<file path="src/ddrw_pkg.sv">
// Package with the shared types and constants of the disk drive read/write logic.
package ddrw_pkg;

    // Number of consecutive ones that pull the sync line low.
    localparam int unsigned SyncOnes = 10;
    // Read shift register width; SyncOnes is never below eight.
    localparam int unsigned ReadShiftW = SyncOnes;

    // Item codes.
    localparam logic CmdCarry = 1'b0;
    localparam logic CmdCpu   = 1'b1;

    // Clock counter phases in the low two bits.
    localparam logic [1:0] PhaseIdle0 = 2'd0;
    localparam logic [1:0] PhaseIdle1 = 2'd1;
    localparam logic [1:0] PhaseShift = 2'd2;
    localparam logic [1:0] PhaseLoad  = 2'd3;

    // Bit count value of the last bit in a byte.
    localparam logic [2:0] LastBit = 3'd7;

    typedef struct packed {
        logic       cmd;
        logic       motor_on;
        logic       head_bit;
        logic       write_mode;
        logic       light_barrier;
        logic [7:0] port_a_byte;
        logic       byte_ready_enable;
    } item_t;

    typedef struct packed {
        logic       byte_ready;
        logic       byte_ready_event;
        logic       sync_line;
        logic       advance_head;
        logic       write_strobe;
        logic       write_bit;
        logic [7:0] read_data;
    } result_t;

    typedef struct packed {
        logic [3:0]            clock_counter;
        logic [1:0]            carry_divider;
        logic [ReadShiftW-1:0] read_shift;
        logic [7:0]            write_shift;
        logic [2:0]            bit_count;
        logic                  ready_level;
        logic                  sync_state;
    } state_t;

endpackage

</file>
<file path="src/ddrw_if.sv">
// Valid/ready channel interfaces for input items and result items.
interface ddrw_item_if;
    logic       valid;
    logic       ready;
    logic       cmd;
    logic       motor_on;
    logic       head_bit;
    logic       write_mode;
    logic       light_barrier;
    logic [7:0] port_a_byte;
    logic       byte_ready_enable;

    modport source (output valid, output cmd, output motor_on, output head_bit,
                    output write_mode, output light_barrier, output port_a_byte,
                    output byte_ready_enable, input ready);
    modport sink (input valid, input cmd, input motor_on, input head_bit,
                  input write_mode, input light_barrier, input port_a_byte,
                  input byte_ready_enable, output ready);
endinterface

interface ddrw_result_if;
    logic       valid;
    logic       ready;
    logic       byte_ready;
    logic       byte_ready_event;
    logic       sync_line;
    logic       advance_head;
    logic       write_strobe;
    logic       write_bit;
    logic [7:0] read_data;

    modport source (output valid, output byte_ready, output byte_ready_event,
                    output sync_line, output advance_head, output write_strobe,
                    output write_bit, output read_data, input ready);
    modport sink (input valid, input byte_ready, input byte_ready_event,
                  input sync_line, input advance_head, input write_strobe,
                  input write_bit, input read_data, output ready);
endinterface

</file>
<file path="src/disk_drive_read_write_logic_unit.sv">
// Top level of the floppy drive bit-level read/write logic.
// Usage:
//   cmd_chan carries one item per transaction: a zone clock carry pulse
//   (cmd 0) or a processor cycle (cmd 1) with the drive line levels.
//   res_chan returns exactly one result transaction per input transaction,
//   in order: byte ready level and change, sync, head advance, write strobe
//   and bit, and the low read shift byte.
// Latency: the result is valid in the cycle after the input transaction.
// Throughput: one item per cycle while res_chan takes each result; the whole update is a single pass of
//   logic from the state registers into the state and result registers.
// Stall: cmd_chan.ready stays high while the result register is empty or
//   is being taken in the same cycle; a stalled result holds and blocks
//   further input until it is taken.
// Reset: rst_n clears all drive state (counters, shift registers, byte
//   ready and sync levels) to zero and empties the result register.
module disk_drive_read_write_logic_unit (
    input  logic           clk,
    input  logic           rst_n,
    ddrw_item_if.sink      cmd_chan,
    ddrw_result_if.source  res_chan
);

    ddrw_pkg::state_t  state_reg;
    ddrw_pkg::state_t  state_next;
    ddrw_pkg::item_t   item;
    ddrw_pkg::result_t result_next;
    ddrw_pkg::result_t result_reg;
    logic              valid_reg;
    logic              accept;

    // Gather the input payload
    assign item.cmd               = cmd_chan.cmd;
    assign item.motor_on          = cmd_chan.motor_on;
    assign item.head_bit          = cmd_chan.head_bit;
    assign item.write_mode        = cmd_chan.write_mode;
    assign item.light_barrier     = cmd_chan.light_barrier;
    assign item.port_a_byte       = cmd_chan.port_a_byte;
    assign item.byte_ready_enable = cmd_chan.byte_ready_enable;

    // Accept while the result slot is free or draining
    assign cmd_chan.ready = !valid_reg || res_chan.ready;
    assign accept         = cmd_chan.valid && cmd_chan.ready;

    ddrw_step u_step (
        .state      (state_reg),
        .item       (item),
        .state_next (state_next),
        .result     (result_next)
    );

    // Advance drive state on each accepted transaction
    always_ff @(posedge clk or negedge rst_n)
    begin
        if (!rst_n)
        begin
            state_reg <= '0;
        end
        else if (accept)
        begin
            state_reg <= state_next;
        end
    end

    // Track the result slot
    always_ff @(posedge clk or negedge rst_n)
    begin
        if (!rst_n)
        begin
            valid_reg <= 1'b0;
        end
        else if (accept)
        begin
            valid_reg <= 1'b1;
        end
        else if (res_chan.ready)
        begin
            valid_reg <= 1'b0;
        end
    end

    // Hold the result payload
    always_ff @(posedge clk)
    begin
        if (accept)
        begin
            result_reg <= result_next;
        end
    end

    assign res_chan.valid            = valid_reg;
    assign res_chan.byte_ready       = result_reg.byte_ready;
    assign res_chan.byte_ready_event = result_reg.byte_ready_event;
    assign res_chan.sync_line        = result_reg.sync_line;
    assign res_chan.advance_head     = result_reg.advance_head;
    assign res_chan.write_strobe     = result_reg.write_strobe;
    assign res_chan.write_bit        = result_reg.write_bit;
    assign res_chan.read_data        = result_reg.read_data;

endmodule

</file>
<file path="src/ddrw_step.sv">
// Next-state and result logic for one carry pulse or processor cycle.
module ddrw_step (
    input  ddrw_pkg::state_t  state,
    input  ddrw_pkg::item_t   item,
    output ddrw_pkg::state_t  state_next,
    output ddrw_pkg::result_t result
);

    logic [3:0] cc_inc;
    logic [1:0] cd_inc;
    logic       qb;
    logic       ready_cond;
    logic       level;
    logic       sync_new;
    logic [2:0] bc_base;
    logic       advance;
    logic       strobe;
    logic       wbit;
    logic       event_flag;

    always_comb
    begin
        state_next = state;
        advance    = 1'b0;
        strobe     = 1'b0;
        wbit       = 1'b0;
        event_flag = 1'b0;
        cc_inc     = state.clock_counter + 4'd1;
        cd_inc     = state.carry_divider + 2'd1;
        sync_new   = state.sync_state;
        bc_base    = state.bit_count;
        qb         = 1'b0;
        ready_cond = 1'b0;
        level      = 1'b0;

        if (item.cmd == ddrw_pkg::CmdCpu)
        begin
            // Re-evaluate byte ready from the current counters
            qb         = state.clock_counter[1];
            ready_cond = item.byte_ready_enable && !qb && (state.bit_count == ddrw_pkg::LastBit);
            level      = !ready_cond;
            if (level != state.ready_level)
            begin
                state_next.ready_level = level;
                event_flag             = 1'b1;
            end
        end
        else if (item.motor_on)
        begin
            // Step the clock counter and divider; every fourth pulse moves the disk
            state_next.clock_counter = cc_inc;
            state_next.carry_divider = cd_inc;
            if (cd_inc == 2'd0)
            begin
                if (!item.write_mode && item.head_bit)
                begin
                    state_next.clock_counter = 4'd0;
                end
                advance = 1'b1;
            end

            // Derive sync from a run of ones in the read register; write mode holds sync inactive
            sync_new = (state.read_shift != {ddrw_pkg::ReadShiftW{1'b1}}) || item.write_mode;
            state_next.sync_state = sync_new;
            bc_base = sync_new ? state.bit_count : 3'd0;
            state_next.bit_count = bc_base;

            unique case (state_next.clock_counter[1:0])
                ddrw_pkg::PhaseIdle0,
                ddrw_pkg::PhaseIdle1:
                begin
                    qb         = state_next.clock_counter[1];
                    ready_cond = item.byte_ready_enable && !qb
                                 && (bc_base == ddrw_pkg::LastBit);
                    level      = !ready_cond;
                    if (level != state.ready_level)
                    begin
                        state_next.ready_level = level;
                        event_flag             = 1'b1;
                    end
                end
                ddrw_pkg::PhaseShift:
                begin
                    // Release byte ready, count the bit, shift both registers
                    if (!state.ready_level)
                    begin
                        state_next.ready_level = 1'b1;
                        event_flag             = 1'b1;
                    end
                    state_next.bit_count = sync_new ? (bc_base + 3'd1) : 3'd0;
                    if (item.write_mode && !item.light_barrier)
                    begin
                        strobe = 1'b1;
                        wbit   = state.write_shift[7];
                    end
                    state_next.write_shift = {state.write_shift[6:0], 1'b0};
                    state_next.read_shift  = {state.read_shift[ddrw_pkg::ReadShiftW-2:0],
                                              (state_next.clock_counter[3:2] == 2'b00)};
                end
                ddrw_pkg::PhaseLoad:
                begin
                    // Load the next write byte at the end of a byte
                    if (bc_base == ddrw_pkg::LastBit)
                    begin
                        state_next.write_shift = item.port_a_byte;
                    end
                end
                default:
                begin
                    state_next.write_shift = state.write_shift;
                end
            endcase
        end

        result.byte_ready       = state_next.ready_level;
        result.byte_ready_event = event_flag;
        result.sync_line        = state_next.sync_state;
        result.advance_head     = advance;
        result.write_strobe     = strobe;
        result.write_bit        = wbit;
        result.read_data        = state_next.read_shift[7:0];
    end

endmodule
</file>
<file path="src/flat_wrapper.sv">
// flat-port wrapper written by rule: the top's interface ports become plain ports
module disk_drive_read_write_logic_unit_flat 
  (clk, rst_n, cmd_chan_valid, cmd_chan_cmd, cmd_chan_motor_on, cmd_chan_head_bit, cmd_chan_write_mode, cmd_chan_light_barrier, cmd_chan_port_a_byte, cmd_chan_byte_ready_enable, cmd_chan_ready, res_chan_valid, res_chan_byte_ready, res_chan_byte_ready_event, res_chan_sync_line, res_chan_advance_head, res_chan_write_strobe, res_chan_write_bit, res_chan_read_data, res_chan_ready);
  ddrw_item_if cmd_chan_i ();
  ddrw_result_if res_chan_i ();
  input  logic clk;
  input  logic rst_n;
  input wire logic [$bits(cmd_chan_i.valid)-1:0] cmd_chan_valid;
  input wire logic [$bits(cmd_chan_i.cmd)-1:0] cmd_chan_cmd;
  input wire logic [$bits(cmd_chan_i.motor_on)-1:0] cmd_chan_motor_on;
  input wire logic [$bits(cmd_chan_i.head_bit)-1:0] cmd_chan_head_bit;
  input wire logic [$bits(cmd_chan_i.write_mode)-1:0] cmd_chan_write_mode;
  input wire logic [$bits(cmd_chan_i.light_barrier)-1:0] cmd_chan_light_barrier;
  input wire logic [$bits(cmd_chan_i.port_a_byte)-1:0] cmd_chan_port_a_byte;
  input wire logic [$bits(cmd_chan_i.byte_ready_enable)-1:0] cmd_chan_byte_ready_enable;
  output wire logic [$bits(cmd_chan_i.ready)-1:0] cmd_chan_ready;
  output wire logic [$bits(res_chan_i.valid)-1:0] res_chan_valid;
  output wire logic [$bits(res_chan_i.byte_ready)-1:0] res_chan_byte_ready;
  output wire logic [$bits(res_chan_i.byte_ready_event)-1:0] res_chan_byte_ready_event;
  output wire logic [$bits(res_chan_i.sync_line)-1:0] res_chan_sync_line;
  output wire logic [$bits(res_chan_i.advance_head)-1:0] res_chan_advance_head;
  output wire logic [$bits(res_chan_i.write_strobe)-1:0] res_chan_write_strobe;
  output wire logic [$bits(res_chan_i.write_bit)-1:0] res_chan_write_bit;
  output wire logic [$bits(res_chan_i.read_data)-1:0] res_chan_read_data;
  input wire logic [$bits(res_chan_i.ready)-1:0] res_chan_ready;
  assign cmd_chan_i.valid = cmd_chan_valid;
  assign cmd_chan_i.cmd = cmd_chan_cmd;
  assign cmd_chan_i.motor_on = cmd_chan_motor_on;
  assign cmd_chan_i.head_bit = cmd_chan_head_bit;
  assign cmd_chan_i.write_mode = cmd_chan_write_mode;
  assign cmd_chan_i.light_barrier = cmd_chan_light_barrier;
  assign cmd_chan_i.port_a_byte = cmd_chan_port_a_byte;
  assign cmd_chan_i.byte_ready_enable = cmd_chan_byte_ready_enable;
  assign cmd_chan_ready = cmd_chan_i.ready;
  assign res_chan_valid = res_chan_i.valid;
  assign res_chan_byte_ready = res_chan_i.byte_ready;
  assign res_chan_byte_ready_event = res_chan_i.byte_ready_event;
  assign res_chan_sync_line = res_chan_i.sync_line;
  assign res_chan_advance_head = res_chan_i.advance_head;
  assign res_chan_write_strobe = res_chan_i.write_strobe;
  assign res_chan_write_bit = res_chan_i.write_bit;
  assign res_chan_read_data = res_chan_i.read_data;
  assign res_chan_i.ready = res_chan_ready;
  disk_drive_read_write_logic_unit u_core (.clk(clk), .rst_n(rst_n), .cmd_chan(cmd_chan_i), .res_chan(res_chan_i));
endmodule
</file>
<file path="config.mk">
export PLATFORM = sky130hd
export DESIGN_NAME = disk_drive_read_write_logic_unit_flat
export DESIGN_NICKNAME = d
export VERILOG_FILES = /design/src/ddrw_pkg.sv /design/src/ddrw_if.sv /design/src/disk_drive_read_write_logic_unit.sv /design/src/ddrw_step.sv /design/src/flat_wrapper.sv
export SDC_FILE = /design/constraint.sdc
export NUM_CORES = 1
export LEC_CHECK = 0
export ABC_AREA = 1
export ABC_CLOCK_PERIOD_IN_PS = 5700
export BUFFER_PORTS_ARGS = -buffer_cell sky130_fd_sc_hd__buf_2
export CAP_MARGIN = 20
export CORE_MARGIN = 3
export CORE_UTILIZATION = 55
export CTS_CLUSTER_DIAMETER = 50
export DETAILED_ROUTE_END_ITERATION = 12
export PLACE_DENSITY = 0.76
export SLEW_MARGIN = 20
export SYNTH_ARGS = -nofsm -noshare
export SYNTH_HDL_FRONTEND = slang
export SYNTH_SLANG_ARGS = --single-unit
</file>
<file path="constraint.sdc">
create_clock -name clk -period 5.7 [get_ports clk]
set_clock_uncertainty 0.1 [all_clocks]
set_input_delay 0 -clock clk [delete_from_list [all_inputs] [get_ports clk]]
set_output_delay 0 -clock clk [all_outputs]
set_load 0.005 [all_outputs]
</file>
==> flow_metrics.py <==
metrics = {
    "synthesis": {
        "synth_common_cells": "85 x nand2_1, 30 x dfrtp_1, 17 x inv_1",
        "synth_seq_cells": 44,
        "synthArstFlopShare": 0.6818,
        "syn_inst": 239,
        "synth.distinct_cells": 29,
        "syn_area_per_cell_um2": 9.266,
        "synthTopCellsByArea": "dfrtp_1 34%, edfxtp_1 19%, nand2_1 14%, ha_1 4.5%, nor2_8 3.6%",
        "synth_fp_nets": 265,
        "synth_top_area_frac": 0.3390,
        "synth_ff_type": "dfrtp_1",
        "synth_edf_count": 14,
        "syn_area_um2": 2215,
        "synth_top_area_cell": "dfrtp_1",
        "yosysSeqAreaShare": 0.5288,
        "synth_warnings": 0,
        "synth.most_common_cell": "nand2_1",
    },
    "clock_tree": {
        "cts_tree": "built",
        "cts_root_buf": "clkbuf_8",
        "clock_latency_ps": 300,
        "clk_pin_slew_ps": 80,
        "numCtsBuffers": 5,
        "postCtsSetupBuffers": 0,
        "cts_resized": 0,
        "numClockSinks": 44,
        "clk_path_buf_depth": 2,
        "htreeDepth": 2,
    },
    "floorplanning": {
        "die_w_um": 69.46,
        "die_y_um": 69.46,
        "start_util": 0.5873,
        "rows": 22,
        "ios": 34,
        "core_um2": 3771,
        "dieArea_um2": 4824,
    },
    "timing": {
        "period_share": 0.4152,
        "worst_pin_slew_ps": 901.5,
        "drv_slew": 0,
        "rsz0062_at_grt": "false",
        "setup_violations": 0,
        "fin_tns_setup_ps": 0,
        "hold_violations": 0,
        "fmax_mhz": 422.6,
        "relSlewSlack": 0.3983,
        "min_period_ps": 2366,
    },
    "global_route": {
        "overflow": 0,
        "grt_pass1_wl_um": 6996,
        "grt_start_max_net_pins": 31,
        "grt_usage": 0.1850,
        "antenna_found_initial": 0,
        "first_global_vias": 1533,
    },
    "final_layout": {
        "antenna_cells": 0,
        "syn_to_final_growth_pct": 18.42,
        "nNetsFinal": 315,
        "fin_cells": 337,
        "drive_gt1_frac": 0.2284,
        "nFillCells": 308,
        "largest_reg_flops": 29,
    },
    "worst_setup_path": {
        "crit_chain": "nand2_1, nor2_1, and3_1, nand2_1, nand2_1, inv_1, ha_1, ha_1, nand3_1, ha_1, inv_1, nand2_1, nor2_1, a21oi_1, nand2_1, nand2_1, nand2_1, nand2_1",
        "criticalPathCategory": "reg2reg",
        "cp.required_ps": 5830,
        "crit_arrival_ps": 2500,
        "critPathCaptureType": "flip-flop",
        "crit_top_cell": "nand2_1",
        "crit_slowest_cell": "dfrtp_1",
        "slowest_delay_ps": 380,
        "startpoint_type": "flip-flop",
        "path_buf_inv": 2,
        "cp_top_family": "simple AND/OR/NAND/NOR gates",
        "crit_fanout": 5,
    },
    "power_and_ir_drop": {
        "p_leak_uw": 0.001342,
        "cellPowerDensity_nw_per_um2": 392.2,
        "clockPowerShare": 0.180,
        "p_sw_frac": 0.3735,
        "p_switching_uw": 384.2,
        "p_comb_frac": 0.323,
        "peakVddDrop_uv": 248.8,
        "p_int_uw": 644.4,
        "seqPwrFrac": 0.497,
    },
    "drt": {
        "drc_errors": 0,
        "vias": 1693,
        "drtAntennaViolNets": 0,
        "drt-vias-per-instance": 5.024,
        "drt-initial-drc-count": 146,
        "wl_per_cell_um": 12.61,
        "drt_pass1_iterations": 4,
        "routed_wl_um": 4250,
    },
    "flow_run": {
        "maxCapViolations": 0,
    },
    "place": {
        "port_buffers": 33,
        "dp.cells": 318,
        "place_hpwl_um": 3024,
        "gp_congestion": 0.8141,
    },
    "outcome": {
        "status": "completed",
    },
    "min_path": {
        "hold_path.class": "in2reg",
    },
}
## routing by layer
layer	part of all wire	track usage	vias up
met5	0	0	-
met2	0.49	0.2987	38
met4	0.015	0.07809	0
met1	0.44	0.2393	775
li1	-	-	874
met3	0.051	0.04203	6
## cell families after synthesis
| family | count (synthesis) | synth area share |
|---|---|---|
| compound gates | 27 | 0.07627 |
| xor+xnor | 2 | 0.007911 |
| fa+ha+maj | 8 | 0.04520 |
| buf+inv | 26 | 0.05254 |
| flops | 44 | 0.5288 |
| simple gates | 132 | 0.2893 |
## through the flow
step / instance area [µm²] / setup slack (ps) / power, µW / util / hold slack (ps)
final: 2623 / 3334 / 1029 / 0.6954 / 6.885
after global routing: 2623 / 3126 / 1107 / 0.6954 / 21.84
after CTS: 2623 / 3354 / 1035 / 0.6954 / 6.444
after detailed placement: 2421 / 3373 / 843.4 / 0.6420 / -32.09
after global placement: 2421 / 3440 / 828.7 / 0.6420 / -16.99
after floorplan: 2215 / 3612 / 749.5 / - / -395.6
## cell type report
type                       instances  area [µm²]  area share
sequential                        44        1171      0.4466
timing repair buffer              45       285.3      0.1088
clock inverter                     2       12.51    0.004771
tap                               48       60.06     0.02290
inverter                          24       97.59     0.03721
clock buffer                       5       68.82     0.02624
multi-input combinational        169       927.1      0.3535
## final timing paths
path | start | end | slack, ps | depth (start not counted)
min in group asynchronous | rst_n | u_core.state_reg[14]$_DFFE_PN0P_ | 170 | 2
min reg2reg | u_core.state_reg[22]$_DFFE_PN0P_ | u_core.state_reg[22]$_DFFE_PN0P_ | 380 | 2
max in group asynchronous | rst_n | u_core.state_reg[26]$_DFFE_PN0P_ | 4900 | 2
max reg2reg | u_core.state_reg[21]$_DFFE_PN0P_ | u_core.state_reg[1]$_DFFE_PN0P_ | 3330 | 18
max | u_core.state_reg[21]$_DFFE_PN0P_ | u_core.state_reg[1]$_DFFE_PN0P_ | 3330 | 18
min | cmd_chan_write_mode | u_core.res_chan.write_strobe$_SDFFCE_PP0P_ | 7 | 3
## layout by cell type, fill, tap and decap left out, drive strengths merged
master	count
clkbuf	5
nand3	14
clkinvlp	1
nand2	89
o211ai	6
clkinv	1
o21ai	16
a31oi	2
a22oi	1
dlygate4sd3	12
edfxtp	14
or2	6
dfrtp	30
nand4	2
inv	24
ha	8
and2	1
nor2	18
o21a	1
nor3	1
a21oi	1
buf	33
and3	1
xor2	2
## worst min-delay path, stage by stage
cell	delay, ps
buf_2	110
inv_2	80
nor3_4	50
## power by group through the flow
stage | Combinational, µW | Sequential (µW) | Clock, µW
CTS | 336 | 510 | 189
finish | 332 | 512 | 185
global placement | 317 | 512 | 0
detailed placement | 328 | 515 | 0
floorplan | 255 | 495 | 0
global route | 380 | 524 | 202
## what timing repair did
item,in CTS,in global routing
hold endpoints to repair,40,0
hold buffers,12,0
endpoints found under the setup margin,0,0
Note: power is estimated with default switching activity, not from simulation.
